===== src/sv/pcl_pkg.sv =====
// Shared types, widths and constants of the palette color lookup block.
// Used by the channel interfaces, the blend unit and the core; depends on nothing.
package pcl_pkg;

	localparam int MAX_ENTRIES_DEF      = 64;
	localparam int SAMPLE_FRACTION_BITS = 14;

	localparam int KIND_W    = 1;
	localparam int INDEX_W   = 6;
	localparam int VALUE_W   = 16;
	localparam int COLOR_W   = 8;
	localparam int SEGMENT_W = 6;
	localparam int COUNT_W   = 7;

	// Internal arithmetic widths, sized to the ranges of the scalars.
	localparam int SMP_W  = 17;
	localparam int DIFF_W = 17;
	localparam int OFF_W  = 18;
	localparam int DOFF_W = 19;
	localparam int MULB_W = 9;
	localparam int PROD_W = 28;
	localparam int ACC_W  = 29;
	localparam int MAG_W  = 28;
	localparam int DMAG_W = 16;

	localparam int APB_ADDR_W = 3;
	localparam int APB_DATA_W = 32;

	// Register index as seen in paddr[2].
	localparam logic REG_ENTRY_COUNT = 1'b0;

	localparam logic signed [31:0] SAMPLE_POS_ONE = 32'sd1 <<< SAMPLE_FRACTION_BITS;
	localparam logic signed [31:0] SAMPLE_NEG_ONE = -SAMPLE_POS_ONE;

	localparam logic [COLOR_W-1:0] ALPHA_OPAQUE = 8'hFF;
	localparam logic [COLOR_W-1:0] ALPHA_CLEAR  = 8'h00;
	localparam logic [COLOR_W-1:0] COLOR_MAX    = 8'hFF;
	localparam logic [COLOR_W-1:0] COLOR_ZERO   = 8'h00;

	localparam logic [1:0] COMP_FIRST = 2'd0;
	localparam logic [1:0] COMP_LAST  = 2'd2;

	typedef enum logic {
		KIND_LOAD   = 1'b0,
		KIND_LOOKUP = 1'b1
	} kind_t;

	typedef struct packed {
		logic                      none;
		logic [COLOR_W-1:0]        red;
		logic [COLOR_W-1:0]        green;
		logic [COLOR_W-1:0]        blue;
		logic signed [VALUE_W-1:0] value;
	} entry_t;

	typedef enum logic [3:0] {
		ST_IDLE,
		ST_FIRST,
		ST_LAST,
		ST_CHECK,
		ST_SCAN,
		ST_UPPER,
		ST_LOWER,
		ST_DECIDE,
		ST_BLEND,
		ST_DONE
	} ctrl_state_t;

	typedef enum logic [2:0] {
		BL_IDLE,
		BL_MUL_A,
		BL_MUL_B,
		BL_SETUP,
		BL_DIV,
		BL_FIN
	} blend_state_t;

	// Component 0 is red, 1 green, 2 blue.
	typedef struct packed {
		logic signed [DIFF_W-1:0] diff;
		logic signed [OFF_W-1:0]  off;
		logic signed [DOFF_W-1:0] doff;
		logic [2:0][COLOR_W-1:0]  above;
		logic [2:0][COLOR_W-1:0]  below;
	} blend_req_t;

	typedef struct packed {
		logic                    done;
		logic [2:0][COLOR_W-1:0] color;
	} blend_rsp_t;

endpackage


===== src/sv/pcl_req_if.sv =====
// Input channel of the palette color lookup block: load and lookup items.
// Depends on pcl_pkg for field widths.
interface pcl_req_if;
	logic                               valid;
	logic                               ready;
	logic [pcl_pkg::KIND_W-1:0]         kind;
	logic [pcl_pkg::INDEX_W-1:0]        entry_index;
	logic signed [pcl_pkg::VALUE_W-1:0] entry_value;
	logic [pcl_pkg::COLOR_W-1:0]        entry_red;
	logic [pcl_pkg::COLOR_W-1:0]        entry_green;
	logic [pcl_pkg::COLOR_W-1:0]        entry_blue;
	logic                               entry_none;
	logic signed [pcl_pkg::VALUE_W-1:0] sample;
	logic                               interpolate;

	modport source (
		output valid, kind, entry_index, entry_value, entry_red, entry_green,
		       entry_blue, entry_none, sample, interpolate,
		input  ready
	);

	modport sink (
		input  valid, kind, entry_index, entry_value, entry_red, entry_green,
		       entry_blue, entry_none, sample, interpolate,
		output ready
	);
endinterface


===== src/sv/pcl_rsp_if.sv =====
// Output channel of the palette color lookup block: one color item per lookup.
// Depends on pcl_pkg for field widths.
interface pcl_rsp_if;
	logic                          valid;
	logic                          ready;
	logic [pcl_pkg::COLOR_W-1:0]   red;
	logic [pcl_pkg::COLOR_W-1:0]   green;
	logic [pcl_pkg::COLOR_W-1:0]   blue;
	logic [pcl_pkg::COLOR_W-1:0]   alpha;
	logic [pcl_pkg::SEGMENT_W-1:0] segment;

	modport source (
		output valid, red, green, blue, alpha, segment,
		input  ready
	);

	modport sink (
		input  valid, red, green, blue, alpha, segment,
		output ready
	);
endinterface


===== src/sv/pcl_blend_unit.sv =====
// Color blend unit: one shared multiplier and a restoring divider, run for
// red, green and blue in turn. Depends on pcl_pkg.
module pcl_blend_unit (
	input  logic                clk,
	input  logic                arst_n,
	input  logic                start,
	input  pcl_pkg::blend_req_t req,
	output pcl_pkg::blend_rsp_t rsp
);

	pcl_pkg::blend_state_t state_q, state_d;

	logic signed [pcl_pkg::OFF_W-1:0]  off_q;
	logic signed [pcl_pkg::DOFF_W-1:0] doff_q;
	logic [pcl_pkg::DMAG_W-1:0]        dmag_q;
	logic                              dneg_q;
	logic [2:0][pcl_pkg::COLOR_W-1:0]  above_q;
	logic [2:0][pcl_pkg::COLOR_W-1:0]  below_q;
	logic [1:0]                        comp_q;
	logic signed [pcl_pkg::ACC_W-1:0]  acc_q;
	logic [pcl_pkg::MAG_W-1:0]         rem_q;
	logic [pcl_pkg::MAG_W-1:0]         dsh_q;
	logic [pcl_pkg::COLOR_W-1:0]       quo_q;
	logic [2:0]                        cnt_q;
	logic                              big_q;
	logic                              qneg_q;
	logic [2:0][pcl_pkg::COLOR_W-1:0]  res_q;
	logic                              done_q;

	logic signed [pcl_pkg::DOFF_W-1:0] mul_a;
	logic signed [pcl_pkg::MULB_W-1:0] mul_b;
	logic signed [pcl_pkg::PROD_W-1:0] prod;
	logic signed [pcl_pkg::ACC_W-1:0]  acc_abs;
	logic [pcl_pkg::MAG_W-1:0]         acc_mag;
	logic [pcl_pkg::MAG_W-1:0]         dlim;
	logic signed [pcl_pkg::DIFF_W-1:0] diff_abs;
	logic                              rem_ge;
	logic [pcl_pkg::COLOR_W-1:0]       fin_val;

	// The single multiplier: offset times upper color, then the remaining
	// distance times lower color, accumulated in acc_q.
	always_comb begin
		if (state_q == pcl_pkg::BL_MUL_B) begin
			mul_a = doff_q;
			mul_b = $signed({1'b0, below_q[comp_q]});
		end else begin
			mul_a = pcl_pkg::DOFF_W'(off_q);
			mul_b = $signed({1'b0, above_q[comp_q]});
		end
		prod = mul_a * mul_b;
	end

	assign acc_abs  = acc_q[pcl_pkg::ACC_W-1] ? -acc_q : acc_q;
	assign acc_mag  = pcl_pkg::MAG_W'(acc_abs);
	assign dlim     = pcl_pkg::MAG_W'({dmag_q, 8'b0});
	assign diff_abs = req.diff[pcl_pkg::DIFF_W-1] ? -req.diff : req.diff;
	assign rem_ge   = rem_q >= dsh_q;

	// A negative quotient saturates to zero, one of 256 or more to full scale.
	assign fin_val = qneg_q ? pcl_pkg::COLOR_ZERO : (big_q ? pcl_pkg::COLOR_MAX : quo_q);

	always_comb begin
		state_d = state_q;
		case (state_q)
			pcl_pkg::BL_IDLE:  if (start) state_d = pcl_pkg::BL_MUL_A;
			pcl_pkg::BL_MUL_A: state_d = pcl_pkg::BL_MUL_B;
			pcl_pkg::BL_MUL_B: state_d = pcl_pkg::BL_SETUP;
			pcl_pkg::BL_SETUP: state_d = pcl_pkg::BL_DIV;
			pcl_pkg::BL_DIV:   if (cnt_q == 3'd7) state_d = pcl_pkg::BL_FIN;
			pcl_pkg::BL_FIN: begin
				if (comp_q == pcl_pkg::COMP_LAST) state_d = pcl_pkg::BL_IDLE;
				else state_d = pcl_pkg::BL_MUL_A;
			end
			default: state_d = pcl_pkg::BL_IDLE;
		endcase
	end

	always_comb begin
		rsp.done  = done_q;
		rsp.color = res_q;
	end

	always_ff @(posedge clk or negedge arst_n) begin
		if (!arst_n) begin
			state_q <= pcl_pkg::BL_IDLE;
			comp_q  <= pcl_pkg::COMP_FIRST;
			cnt_q   <= 3'd0;
			done_q  <= 1'b0;
		end else begin
			state_q <= state_d;
			done_q  <= (state_q == pcl_pkg::BL_FIN) && (comp_q == pcl_pkg::COMP_LAST);
			if (state_q == pcl_pkg::BL_IDLE && start) comp_q <= pcl_pkg::COMP_FIRST;
			else if (state_q == pcl_pkg::BL_FIN) comp_q <= comp_q + 2'd1;
			if (state_q == pcl_pkg::BL_SETUP) cnt_q <= 3'd0;
			else if (state_q == pcl_pkg::BL_DIV) cnt_q <= cnt_q + 3'd1;
		end
	end

	always_ff @(posedge clk) begin
		case (state_q)
			pcl_pkg::BL_IDLE: begin
				if (start) begin
					off_q   <= req.off;
					doff_q  <= req.doff;
					dmag_q  <= pcl_pkg::DMAG_W'(diff_abs);
					dneg_q  <= req.diff[pcl_pkg::DIFF_W-1];
					above_q <= req.above;
					below_q <= req.below;
				end
			end
			pcl_pkg::BL_MUL_A: acc_q <= pcl_pkg::ACC_W'(prod);
			pcl_pkg::BL_MUL_B: acc_q <= acc_q + pcl_pkg::ACC_W'(prod);
			pcl_pkg::BL_SETUP: begin
				// The quotient fits in eight bits unless it saturates anyway.
				rem_q  <= acc_mag;
				dsh_q  <= pcl_pkg::MAG_W'({dmag_q, 7'b0});
				quo_q  <= '0;
				big_q  <= acc_mag >= dlim;
				qneg_q <= acc_q[pcl_pkg::ACC_W-1] ^ dneg_q;
			end
			pcl_pkg::BL_DIV: begin
				if (rem_ge) rem_q <= rem_q - dsh_q;
				quo_q <= {quo_q[pcl_pkg::COLOR_W-2:0], rem_ge};
				dsh_q <= dsh_q >> 1;
			end
			pcl_pkg::BL_FIN: res_q[comp_q] <= fin_val;
			default: ;
		endcase
	end

endmodule


===== src/sv/palette_color_lookup_core.sv =====
// Palette color lookup core. A load item is written to the palette and the block stays ready.
// A lookup reads the first and the last entry, scans the entries in between where needed,
// reads the chosen entry and the one below it, and with blending runs the shared multiply/divide
// unit once per color component; the scan reads one entry a cycle. A lookup holds the input
// until its result is loaded into the output register, which waits while that register is full.
// Reset clears the control state and entry_count; palette entries are undefined until loaded.
module palette_color_lookup_core #(
	parameter int MAX_ENTRIES = pcl_pkg::MAX_ENTRIES_DEF
) (
	input  logic                             clk,
	input  logic                             arst_n,
	input  logic                             psel,
	input  logic                             penable,
	input  logic                             pwrite,
	input  logic [pcl_pkg::APB_ADDR_W-1:0]   paddr,
	input  logic [pcl_pkg::APB_DATA_W-1:0]   pwdata,
	output logic [pcl_pkg::APB_DATA_W-1:0]   prdata,
	output logic                             pready,
	pcl_req_if.sink                          req,
	pcl_rsp_if.source                        rsp
);

	localparam int IDX_W = (MAX_ENTRIES > 1) ? $clog2(MAX_ENTRIES) : 1;
	localparam int CNT_W = $clog2(MAX_ENTRIES + 1);

	pcl_pkg::ctrl_state_t state_q, state_d;

	logic [pcl_pkg::COUNT_W-1:0]          entry_count_q;
	pcl_pkg::entry_t                      entry_mem_q [MAX_ENTRIES];
	pcl_pkg::entry_t                      rdata_q;
	pcl_pkg::entry_t                      upper_q;
	pcl_pkg::entry_t                      wr_entry;
	logic [IDX_W-1:0]                     raddr;
	logic [IDX_W-1:0]                     waddr;
	logic                                 mem_we;

	logic signed [pcl_pkg::SMP_W-1:0]     s_q;
	logic                                 interp_q;
	logic [CNT_W-1:0]                     n_q;
	logic signed [pcl_pkg::VALUE_W-1:0]   v0_q;
	logic [IDX_W-1:0]                     i_q;
	logic [IDX_W-1:0]                     idx_q;

	logic [pcl_pkg::COLOR_W-1:0]          red_q, green_q, blue_q, alpha_q;
	logic [pcl_pkg::SEGMENT_W-1:0]        seg_q;
	logic                                 out_valid_q;
	logic [pcl_pkg::COLOR_W-1:0]          out_red_q, out_green_q, out_blue_q, out_alpha_q;
	logic [pcl_pkg::SEGMENT_W-1:0]        out_seg_q;

	logic                                 req_fire;
	logic                                 is_lookup;
	logic [31:0]                          cnt_ext;
	logic [CNT_W-1:0]                     n_eff;
	logic signed [31:0]                   smp_wide;
	logic signed [31:0]                   smp_clamp;
	logic signed [pcl_pkg::VALUE_W-1:0]   rd_v;
	logic                                 chk_top, chk_bottom, chk_pair, chk_scan;
	logic                                 scan_stop;
	logic                                 has_below;
	logic signed [pcl_pkg::DIFF_W-1:0]    diff_c;
	logic signed [pcl_pkg::OFF_W-1:0]     off_c;
	logic signed [pcl_pkg::DOFF_W-1:0]    doff_c;
	logic                                 blend_go;
	logic                                 blend_start;
	logic                                 out_load;
	logic                                 cfg_we;
	pcl_pkg::blend_req_t                  blend_req;
	pcl_pkg::blend_rsp_t                  blend_rsp;

	// Configuration port.
	assign pready = 1'b1;
	assign cfg_we = psel && penable && pwrite && (paddr[2] == pcl_pkg::REG_ENTRY_COUNT);
	assign prdata = (paddr[2] == pcl_pkg::REG_ENTRY_COUNT) ?
	                pcl_pkg::APB_DATA_W'(entry_count_q) : '0;

	// Input decode.
	assign req_fire  = req.valid && req.ready;
	assign is_lookup = req.kind == pcl_pkg::KIND_LOOKUP;
	assign cnt_ext   = 32'(entry_count_q);
	assign n_eff     = CNT_W'((cnt_ext > 32'(MAX_ENTRIES)) ? 32'(MAX_ENTRIES) : cnt_ext);
	assign smp_wide  = 32'(req.sample);

	always_comb begin
		smp_clamp = smp_wide;
		if (smp_wide < pcl_pkg::SAMPLE_NEG_ONE) smp_clamp = pcl_pkg::SAMPLE_NEG_ONE;
		if (smp_wide > pcl_pkg::SAMPLE_POS_ONE) smp_clamp = pcl_pkg::SAMPLE_POS_ONE;
	end

	assign mem_we = req_fire && !is_lookup && (32'(req.entry_index) < 32'(MAX_ENTRIES));
	assign waddr  = IDX_W'(req.entry_index);
	assign wr_entry = '{none: req.entry_none, red: req.entry_red, green: req.entry_green,
	                    blue: req.entry_blue, value: req.entry_value};

	// Search decisions. In ST_CHECK the read data is the last entry, in ST_SCAN entry i.
	assign rd_v       = $signed(rdata_q.value);
	assign chk_top    = (n_q == CNT_W'(1)) || (s_q >= v0_q);
	assign chk_bottom = s_q <= rd_v;
	assign chk_pair   = n_q == CNT_W'(2);
	assign chk_scan   = !chk_top && !chk_bottom && !chk_pair;
	assign scan_stop  = (s_q > rd_v) || (32'(i_q) == 32'(n_q) - 32'd1);

	// In ST_DECIDE the read data is the entry below the chosen one.
	assign has_below = (32'(idx_q) + 32'd1) < 32'(n_q);
	assign diff_c    = pcl_pkg::DIFF_W'($signed(upper_q.value)) - pcl_pkg::DIFF_W'(rd_v);
	assign off_c     = pcl_pkg::OFF_W'(s_q) - pcl_pkg::OFF_W'(rd_v);
	assign doff_c    = pcl_pkg::DOFF_W'(diff_c) - pcl_pkg::DOFF_W'(off_c);
	assign blend_go  = !upper_q.none && interp_q && has_below && (diff_c != '0) && !rdata_q.none;

	always_comb begin
		blend_req.diff  = diff_c;
		blend_req.off   = off_c;
		blend_req.doff  = doff_c;
		blend_req.above = {upper_q.blue, upper_q.green, upper_q.red};
		blend_req.below = {rdata_q.blue, rdata_q.green, rdata_q.red};
	end

	pcl_blend_unit u_blend (
		.clk    (clk),
		.arst_n (arst_n),
		.start  (blend_start),
		.req    (blend_req),
		.rsp    (blend_rsp)
	);

	// Next state.
	always_comb begin
		state_d = state_q;
		case (state_q)
			pcl_pkg::ST_IDLE: begin
				if (req_fire && is_lookup)
					state_d = (n_eff == '0) ? pcl_pkg::ST_DONE : pcl_pkg::ST_FIRST;
			end
			pcl_pkg::ST_FIRST:  state_d = pcl_pkg::ST_LAST;
			pcl_pkg::ST_LAST:   state_d = pcl_pkg::ST_CHECK;
			pcl_pkg::ST_CHECK:  state_d = chk_scan ? pcl_pkg::ST_SCAN : pcl_pkg::ST_UPPER;
			pcl_pkg::ST_SCAN:   if (scan_stop) state_d = pcl_pkg::ST_UPPER;
			pcl_pkg::ST_UPPER:  state_d = pcl_pkg::ST_LOWER;
			pcl_pkg::ST_LOWER:  state_d = pcl_pkg::ST_DECIDE;
			pcl_pkg::ST_DECIDE: state_d = blend_go ? pcl_pkg::ST_BLEND : pcl_pkg::ST_DONE;
			pcl_pkg::ST_BLEND:  if (blend_rsp.done) state_d = pcl_pkg::ST_DONE;
			pcl_pkg::ST_DONE:   if (out_load) state_d = pcl_pkg::ST_IDLE;
			default:            state_d = pcl_pkg::ST_IDLE;
		endcase
	end

	// Sequencer outputs: read address, handshake and unit start.
	always_comb begin
		req.ready   = state_q == pcl_pkg::ST_IDLE;
		blend_start = (state_q == pcl_pkg::ST_DECIDE) && blend_go;
		out_load    = (state_q == pcl_pkg::ST_DONE) && (!out_valid_q || rsp.ready);
		case (state_q)
			pcl_pkg::ST_LAST:  raddr = IDX_W'(n_q - CNT_W'(1));
			pcl_pkg::ST_CHECK: raddr = IDX_W'(1);
			pcl_pkg::ST_SCAN:  raddr = i_q + IDX_W'(1);
			pcl_pkg::ST_UPPER: raddr = idx_q;
			pcl_pkg::ST_LOWER: raddr = idx_q + IDX_W'(1);
			default:           raddr = '0;
		endcase
	end

	always_comb begin
		rsp.valid   = out_valid_q;
		rsp.red     = out_red_q;
		rsp.green   = out_green_q;
		rsp.blue    = out_blue_q;
		rsp.alpha   = out_alpha_q;
		rsp.segment = out_seg_q;
	end

	// Palette memory: one write and one registered read per cycle.
	always_ff @(posedge clk) begin
		if (mem_we) entry_mem_q[waddr] <= wr_entry;
		rdata_q <= entry_mem_q[raddr];
	end

	always_ff @(posedge clk or negedge arst_n) begin
		if (!arst_n) begin
			state_q       <= pcl_pkg::ST_IDLE;
			entry_count_q <= '0;
			out_valid_q   <= 1'b0;
		end else begin
			state_q <= state_d;
			if (cfg_we) entry_count_q <= pwdata[pcl_pkg::COUNT_W-1:0];
			if (out_load) out_valid_q <= 1'b1;
			else if (rsp.ready) out_valid_q <= 1'b0;
		end
	end

	always_ff @(posedge clk) begin
		case (state_q)
			pcl_pkg::ST_IDLE: begin
				if (req_fire && is_lookup) begin
					s_q      <= pcl_pkg::SMP_W'(smp_clamp);
					interp_q <= req.interpolate;
					n_q      <= n_eff;
					// Empty palette: black, opaque, segment zero.
					red_q    <= pcl_pkg::COLOR_ZERO;
					green_q  <= pcl_pkg::COLOR_ZERO;
					blue_q   <= pcl_pkg::COLOR_ZERO;
					alpha_q  <= pcl_pkg::ALPHA_OPAQUE;
					seg_q    <= '0;
				end
			end
			pcl_pkg::ST_LAST: v0_q <= rd_v;
			pcl_pkg::ST_CHECK: begin
				i_q <= IDX_W'(1);
				if (chk_top) begin
					idx_q    <= '0;
					interp_q <= 1'b0;
				end else if (chk_bottom) begin
					idx_q    <= IDX_W'(n_q - CNT_W'(1));
					interp_q <= 1'b0;
				end else if (chk_pair) begin
					idx_q    <= '0;
					interp_q <= 1'b1;
				end
			end
			pcl_pkg::ST_SCAN: begin
				if (scan_stop) idx_q <= i_q - IDX_W'(1);
				else i_q <= i_q + IDX_W'(1);
			end
			pcl_pkg::ST_LOWER: upper_q <= rdata_q;
			pcl_pkg::ST_DECIDE: begin
				seg_q <= pcl_pkg::SEGMENT_W'(idx_q);
				if (upper_q.none) begin
					red_q   <= pcl_pkg::COLOR_ZERO;
					green_q <= pcl_pkg::COLOR_ZERO;
					blue_q  <= pcl_pkg::COLOR_ZERO;
					alpha_q <= pcl_pkg::ALPHA_CLEAR;
				end else begin
					red_q   <= upper_q.red;
					green_q <= upper_q.green;
					blue_q  <= upper_q.blue;
					alpha_q <= pcl_pkg::ALPHA_OPAQUE;
				end
			end
			pcl_pkg::ST_BLEND: begin
				if (blend_rsp.done) begin
					red_q   <= blend_rsp.color[0];
					green_q <= blend_rsp.color[1];
					blue_q  <= blend_rsp.color[2];
				end
			end
			default: ;
		endcase
		if (out_load) begin
			out_red_q   <= red_q;
			out_green_q <= green_q;
			out_blue_q  <= blue_q;
			out_alpha_q <= alpha_q;
			out_seg_q   <= seg_q;
		end
	end

`ifndef SYNTHESIS
	// The blend unit only finishes while the sequencer waits for it.
	a_blend_done_in_wait: assert property (@(posedge clk) disable iff (!arst_n)
		blend_rsp.done |-> state_q == pcl_pkg::ST_BLEND)
		else $error("blend result arrived outside the blend wait");

	// The scan stays inside the palette and never revisits entry zero.
	a_scan_in_palette: assert property (@(posedge clk) disable iff (!arst_n)
		state_q == pcl_pkg::ST_SCAN |-> (i_q != '0) && (32'(i_q) < 32'(n_q)))
		else $error("palette scan ran outside the palette");

	// The chosen segment always lies inside the palette.
	a_segment_in_palette: assert property (@(posedge clk) disable iff (!arst_n)
		state_q == pcl_pkg::ST_DECIDE |-> 32'(idx_q) < 32'(n_q))
		else $error("chosen segment outside the palette");

	// A transparent result carries no color.
	a_clear_is_black: assert property (@(posedge clk) disable iff (!arst_n)
		(out_valid_q && out_alpha_q == pcl_pkg::ALPHA_CLEAR) |->
		(out_red_q == '0) && (out_green_q == '0) && (out_blue_q == '0))
		else $error("transparent item with nonzero color");
`endif

endmodule

===== src/flat_wrapper.sv =====
// flat-port wrapper written by rule: the top's interface ports become plain ports
module palette_color_lookup_core_flat 
#(
	parameter int MAX_ENTRIES = pcl_pkg::MAX_ENTRIES_DEF
)
  (clk, arst_n, psel, penable, pwrite, paddr, pwdata, prdata, pready, req_valid, req_kind, req_entry_index, req_entry_value, req_entry_red, req_entry_green, req_entry_blue, req_entry_none, req_sample, req_interpolate, req_ready, rsp_valid, rsp_red, rsp_green, rsp_blue, rsp_alpha, rsp_segment, rsp_ready);
  pcl_req_if req_i ();
  pcl_rsp_if rsp_i ();
  input  logic clk;
  input  logic arst_n;
  input  logic psel;
  input  logic penable;
  input  logic pwrite;
  input  logic [pcl_pkg::APB_ADDR_W-1:0] paddr;
  input  logic [pcl_pkg::APB_DATA_W-1:0] pwdata;
  output logic [pcl_pkg::APB_DATA_W-1:0] prdata;
  output logic pready;
  input wire logic [$bits(req_i.valid)-1:0] req_valid;
  input wire logic [$bits(req_i.kind)-1:0] req_kind;
  input wire logic [$bits(req_i.entry_index)-1:0] req_entry_index;
  input wire logic [$bits(req_i.entry_value)-1:0] req_entry_value;
  input wire logic [$bits(req_i.entry_red)-1:0] req_entry_red;
  input wire logic [$bits(req_i.entry_green)-1:0] req_entry_green;
  input wire logic [$bits(req_i.entry_blue)-1:0] req_entry_blue;
  input wire logic [$bits(req_i.entry_none)-1:0] req_entry_none;
  input wire logic [$bits(req_i.sample)-1:0] req_sample;
  input wire logic [$bits(req_i.interpolate)-1:0] req_interpolate;
  output wire logic [$bits(req_i.ready)-1:0] req_ready;
  output wire logic [$bits(rsp_i.valid)-1:0] rsp_valid;
  output wire logic [$bits(rsp_i.red)-1:0] rsp_red;
  output wire logic [$bits(rsp_i.green)-1:0] rsp_green;
  output wire logic [$bits(rsp_i.blue)-1:0] rsp_blue;
  output wire logic [$bits(rsp_i.alpha)-1:0] rsp_alpha;
  output wire logic [$bits(rsp_i.segment)-1:0] rsp_segment;
  input wire logic [$bits(rsp_i.ready)-1:0] rsp_ready;
  assign req_i.valid = req_valid;
  assign req_i.kind = req_kind;
  assign req_i.entry_index = req_entry_index;
  assign req_i.entry_value = req_entry_value;
  assign req_i.entry_red = req_entry_red;
  assign req_i.entry_green = req_entry_green;
  assign req_i.entry_blue = req_entry_blue;
  assign req_i.entry_none = req_entry_none;
  assign req_i.sample = req_sample;
  assign req_i.interpolate = req_interpolate;
  assign req_ready = req_i.ready;
  assign rsp_valid = rsp_i.valid;
  assign rsp_red = rsp_i.red;
  assign rsp_green = rsp_i.green;
  assign rsp_blue = rsp_i.blue;
  assign rsp_alpha = rsp_i.alpha;
  assign rsp_segment = rsp_i.segment;
  assign rsp_i.ready = rsp_ready;
  palette_color_lookup_core #(.MAX_ENTRIES(MAX_ENTRIES)) u_core (.clk(clk), .arst_n(arst_n), .psel(psel), .penable(penable), .pwrite(pwrite), .paddr(paddr), .pwdata(pwdata), .prdata(prdata), .pready(pready), .req(req_i), .rsp(rsp_i));
endmodule

===== config.mk =====
export PLATFORM = sky130hd
export DESIGN_NAME = palette_color_lookup_core_flat
export DESIGN_NICKNAME = d
export VERILOG_FILES = /design/src/sv/pcl_pkg.sv /design/src/sv/pcl_req_if.sv /design/src/sv/pcl_rsp_if.sv /design/src/sv/pcl_blend_unit.sv /design/src/sv/palette_color_lookup_core.sv /design/src/flat_wrapper.sv
export SDC_FILE = /design/constraint.sdc
export NUM_CORES = 2
export LEC_CHECK = 0
export BUFFER_PORTS_ARGS = -buffer_cell sky130_fd_sc_hd__buf_2
export CORE_MARGIN = 1.5
export CORE_UTILIZATION = 55
export CTS_BUF_LIST = sky130_fd_sc_hd__clkbuf_8
export DETAILED_ROUTE_END_ITERATION = 7
export PLACE_DENSITY = 0.71
export SYNTH_ARGS = -nofsm -noshare
export SYNTH_HDL_FRONTEND = slang
export SYNTH_SLANG_ARGS = --single-unit
export TNS_END_PERCENT = 30

===== constraint.sdc =====
create_clock -name clk -period 8.6 [get_ports clk]
set_input_delay 0.86 -clock clk [delete_from_list [all_inputs] [get_ports clk]]
set_output_delay 0.86 -clock clk [all_outputs]
set_load 0.005 [all_outputs]

# Word level (Yosys, flattened, before mapping)
# Memories as Yosys holds them, arrays and structs flattened. A register that Yosys moved wholly into a read port is not among the register bits.
# Cells that the tools add are included.
dict set report word_totals {
  register_bits 412
  latchBits 0
  ramBits 2624
  rom_bits 0
  inputBits 107
  output_inout_bits 73
  n_memories 1
}
# name depth word_bits read_ports rd_ports_with_merged_regs write_ports line
set mem_list {}
lappend mem_list {u_core.entry_mem_q 64 41 1 1 1 palette_color_lookup_core.sv:29} ;# pcl_pkg::entry_t entry_mem_q [MAX_ENTRIES];
dict set report classes {
  n_addsub 15
  mul 1
  div_mod_pow 0
  magnitude_cmp 11
  eq_ne 28
  shift 0
  muxes 69
  bitwise_logic 2
  reduce_logical 50
}
# operator n
set ops {}
lappend ops {{$mux 8} 15}
lappend ops {{$pmux 28 s2} 2}
lappend ops {{$pmux 8 s3} 3}
lappend ops {{$pmux 29 s2} 1}
lappend ops {{$mux 28} 2}
lappend ops {{$pmux 4 s10} 1}
lappend ops {{$mux 6} 6}
lappend ops {{$pmux 6 s2} 3}
lappend ops {{$bmux 8 s2} 2}
lappend ops {{$eq 6x32->1} 1}
lappend ops {{$pmux 8 s2} 2}
lappend ops {{$pmux 6 s5} 1}
lappend ops {{$add 29x28->29} 1}
lappend ops {{$ge 28x24->1} 1}
lappend ops {{$ge 28x28->1} 1}
lappend ops {{$mul 19x9->28} 1}
lappend ops {{$neg 28->28} 1}
lappend ops {{$sub 28x28->28} 1}
lappend ops {{$bwmux 24} 1}
lappend ops {{$mux 4} 5}
lappend ops {{$mux 19} 1}
lappend ops {{$sub 17x18->19} 1}
lappend ops {{$pmux 3 s6} 1}
lappend ops {{$sub 17x16->18} 1}
lappend ops {{other kinds (53)} 121}

# Depth between registers and ports, before layout
dict set report logic_depth {
  word_depth 8
  ltp_mapped 37
  ltp_nobuf 35
}

# Cells and area by module
# A second synthesis with hierarchy kept.
dict set report hier_totals {
  cells_unflattened 7473
  hier_area_um2 128598.3
}
# mod instances cells_per_inst area_per_inst_um2
set by_module_without_submodules {}
lappend by_module_without_submodules {palette_color_lookup_core 1 5661 110724.9}
lappend by_module_without_submodules {pcl_blend_unit 1 1812 17873.4}

# Worst setup path after synthesis
# Ideal clock, no wire load.
dict set report synth_timing {
  kind {register -> register}
  startpoint {reg u_core.u_blend.state_q[2]}
  endpoint {reg u_core.u_blend.acc_q[28] (netlist name), data pin}
  setup_ns 0.265
  t_arrival_ns 7.560
  t_required_ns 8.335
  path_slack_ns 0.775
  stages_incl_launch_ff 35
  period_less_slack_ns 7.825
  path_cell_list {dfrtp_1 -> nor2_1 -> and2_1 -> clkbuf_1 -> buf_1 -> clkbuf_1 -> mux2i_1 -> nor2_1 -> fa_1 -> fa_1 -> fa_1 -> inv_1 -> fa_1 -> inv_1 -> ha_1 -> o21a_1 -> nor2_1 -> nor2b_1 -> o21ai_0 -> o21bai_1 -> a21oi_1 -> o21bai_1 -> a21oi_1 -> xnor2_1 -> ha_1 -> nand4_1 -> nor3_1 -> a221oi_1 -> a21oi_1 -> o21ai_1 -> o2111ai_1 -> a21oi_1 -> xnor2_1 -> nand2_1 -> xnor2_1}
}
dict set report synth_via {
  elab_chain_len 5
  elab_cells_between_ends 7
}
# item line
set synth_lines {}
lappend synth_lines {{start, declared} pcl_blend_unit.sv:11} ;# pcl_pkg::blend_state_t state_q, state_d;
lappend synth_lines {{start signal, assigned} pcl_blend_unit.sv:85} ;# state_q <= pcl_pkg::BL_IDLE;
lappend synth_lines {{start signal, assigned} pcl_blend_unit.sv:90} ;# state_q <= state_d;
lappend synth_lines {{$eq 3x2->1} {pcl_blend_unit.sv:43, pcl_blend_unit.sv:100}}
lappend synth_lines {{$mux 19 or $mux 8 (tied branches)} pcl_blend_unit.sv:43} ;# if (state_q == pcl_pkg::BL_MUL_B) begin
lappend synth_lines {{$mul 19x9->28} pcl_blend_unit.sv:50} ;# prod = mul_a * mul_b;
lappend synth_lines {{$add 29x28->29} pcl_blend_unit.sv:112} ;# pcl_pkg::BL_MUL_B: acc_q <= acc_q + pcl_pkg::ACC_W'(prod);
lappend synth_lines {{$pmux 29 s2 *} pcl_blend_unit.sv:100} ;# case (state_q)
lappend synth_lines {{end signal, assigned} pcl_blend_unit.sv:111} ;# pcl_pkg::BL_MUL_A: acc_q <= pcl_pkg::ACC_W'(prod);
lappend synth_lines {{end signal, assigned} pcl_blend_unit.sv:112}
lappend synth_lines {{end, declared} pcl_blend_unit.sv:20} ;# logic signed [pcl_pkg::ACC_W-1:0] acc_q;
# Mark *: on every way between the ends. The rest lies on a longest branch, timed or not.
# A chain may end at the register's enable or synchronous reset.

# Worst setup path after layout
# Ends and elaborated chain as after synthesis.

==> flow_summary.ini <==
[final_layout]
final_cell_mix = edfxtp_1 (2995), nand2_1 (947), mux4_2 (640), inv_1 (512), clkbuf_8 (495)
layout-drive-gt1-share_pct = 19.5
final_common_cell = edfxtp_1
fin_area_mm2 = 0.142
fin_util_pct = 61.1
num-fill-cells = 16600
area_delta_synth_final_pct = 10.5
nets = 8365
layoutNonFillerInstCount = 11400

[placement]
dp_slack_ps = 152
place_inst = 10600
place_area_mm2 = 0.134
portBuffers = 126
gp_congestion = 0.912
hpwl_um = 195000

[drt]
via_count = 71900
route.antenna.remaining_nets = 0
dr.pass1.iters = 6
drt_iter0_markers = 8959
viasPerCell = 6.29
drt_drc_violations_left = 0
drt_wl_total_um = 336000
wire_per_inst_um = 29.4

[sta]
final_max_slew_viol_count = 0
finalSetupTns_ps = 0
hold_violations = 0
period_needed_ps = 8160
rsz0062_at_grt = false
fin_ws_ps = 441
worst_slew_pin_slew_ps = 1280
fmax_mhz = 123
clock_skew_ps = 93.7
finalCritPeriodShare_pct = 94.9
relSlewSlack_pct = 14.8
whs_ps = 132
setup_violations = 0

[pwr]
leakagePower_nw = 48.8
ir_worst_vdd_v = 0.00205
powerDensity_mw_per_mm2 = 423
report.power.total_mw = 60.3

[floorplan]
ios = 180
die_x_um = 487
initial_core_util_pct = 55.3
die-area_mm2 = 0.237
die_h_um = 487
fp-row-count = 177
fp.coreArea_mm2 = 0.233

[synthesis]
async_reset_ff_share_pct = 0.687
synth_edf_count = 2995
synthesis.area_mm2 = 0.129
ys_warn_count = 0
yosys.cell_types.count = 81
syn_inst = 7501
ys_seq_area_share_pct = 70.9
syn_avg_cell_area_um2 = 17.2
synth_flop_cell = edfxtp_1
ys_seq_elements = 3057

[critical_path]
critPathMaxFanout = 13
critPathSlowestCell = fa_1
cpPeakStageDelay_ps = 520
crit_required_ps = 9410
critPathMostFrequentCell = fa_1
critical_path.startpoint_type = flip-flop
cp_num_buf_inv = 5
cp-end-kind = flip-flop
cp_top_family = adder cells
critPathArrivalTime_ps = 8970
worstSetupPathType = reg2reg

[clock_tree]
h-tree-depth = 5
clk_latency_ps = 1160
root_buffer = clkbuf_8
clk_pin_slew_worst_paths_ps = 60
cts_buffers = 478
cts_buffer_depth = 4
cts.sinks = 3057
tritoncts = done

[global_route]
antenna_found_initial = 29
grt_pass1_wl_um = 483000
grt_start_max_net_pins = 120
grt_pass1_vias = 71500
grtUsageTotal_pct = 28.4
grt_overflow = 0

[flow_run]
maxCapViolCount = 0

[worst_hold_path]
hold_class = in2reg

[run_status]
outcome = finished, final reports clean
## cells by family (layout without fill, tap and decap cells)
group                      Yosys count  after routing  share of synthesized area, %
xor gates and xnor gates           170            170                          1.16
buffers and inverters              724           1491                          2.36
DFF                               3057           3057                          70.9
and+or+nand+nor                   1801           1801                          6.17
adders and majority gates          336            336                          3.99
AOI/OAI and AO/OA                  722            722                          3.84
muxes                              689            689                          11.6
other                                2             40                       0.00583
## report_power, final
part | internal, mW | switching (mW) | leakage, nW | total (mW)
Clock | 5.47 | 5.49 | 4.97 | 11.0
Sequential | 17.4 | 0.214 | 27.6 | 17.6
Combinational | 13.4 | 18.3 | 16.2 | 31.7
## synthesized netlist by cell type (21+ instances only)
library cell | n | share of area [%]
nor2_1 | 295 | 0.86
ha_1 | 211 | 2.1
o21ai_0 | 115 | 0.45
xor2_1 | 63 | 0.43
a21o_1 | 61 | 0.36
a311oi_1 | 138 | 0.94
a31oi_1 | 49 | 0.24
a21oi_1 | 149 | 0.58
dfxtp_1 | 41 | 0.64
nand2b_1 | 25 | 0.12
nand2_1 | 949 | 2.8
and3_1 | 83 | 0.40
nand3_1 | 212 | 0.82
buf_1 | 26 | 0.076
o31ai_1 | 21 | 0.12
nor2b_1 | 49 | 0.24
inv_1 | 333 | 0.97
a22o_1 | 30 | 0.20
dfrtp_1 | 21 | 0.41
and2_1 | 55 | 0.27
clkbuf_1 | 186 | 0.54
edfxtp_1 | 2995 | 70
buf_2 | 141 | 0.55
nand4_1 | 24 | 0.12
mux2i_1 | 40 | 0.31
buf_4 | 37 | 0.22
xnor2_1 | 107 | 0.73
a211oi_1 | 39 | 0.23
mux4_2 | 640 | 11
nor3_1 | 38 | 0.15
o21a_1 | 24 | 0.14
fa_1 | 125 | 1.9
## layer usage
layer	track usage, %	up-vias	routed length [um]
li1	-	30000	-
met4	10.9	12	13000
met2	45.2	3989	161000
met5	0	-	88
met3	5.13	736	33400
met1	39.4	37200	129000
## timing repair
item | CTS | global route
gates resized for setup | 0 | 11
hold endpoints to repair | 28 | 0
hold buffers | 8 | 0
setup endpoints to repair | 0 | 7
setup buffers | 0 | 8
## area by class of cell
class | instances | area, um2 | area share [%]
Antenna cell | 14 | 35.0 | 0.0246
Clock buffer | 495 | 6810 | 4.79
Clock inverter | 355 | 1600 | 1.12
Inverter | 334 | 1250 | 0.881
Multi-Input combinational cell | 3744 | 35100 | 24.7
Sequential cell | 3057 | 91300 | 64.1
Tap cell | 3132 | 3920 | 2.75
Timing Repair Buffer | 307 | 2280 | 1.60
## final timing paths
check | start | endpoint | slack, ps | depth (start not counted)
max | u_core.u_blend.state_q[2]$_DFFE_PN0P_ | u_core.u_blend.acc_q[28]$_DFFE_PP_ | 440 | 34
min | req_sample[15] | u_core.s_q[15]$_SDFFCE_PP0P_ | 130 | 1
max reg2reg | u_core.u_blend.state_q[2]$_DFFE_PN0P_ | u_core.u_blend.acc_q[28]$_DFFE_PP_ | 440 | 34
min reg2reg | u_core.green_q[2]$_SDFFCE_PP0P_ | u_core.rsp.green[2]$_DFFE_PP_ | 420 | 0
max in group asynchronous | arst_n | u_core.u_blend.cnt_q[0]$_DFFE_PN0P_ | 7770 | 2
min in group asynchronous | arst_n | u_core.entry_count_q[0]$_DFFE_PN0P_ | 350 | 2
## registers in the layout (all words and copies together) (netlist names), 16 cells and up
register and flops:
u_core.blend_req 48, u_core.entry_mem_q 2624, u_core.rd_v 16, u_core.s_q 16, u_core.u_blend.above_q 24, u_core.u_blend.acc_q 29, u_core.u_blend.below_q 24, u_core.u_blend.dmag_q 16
u_core.u_blend.doff_q 19, u_core.u_blend.dsh_q 23, u_core.u_blend.off_q 18, u_core.u_blend.rem_q 28, u_core.u_blend.rsp 24, u_core.upper_q 17, u_core.v0_q 16
No activity file was read; power rests on OpenSTA's default activity.
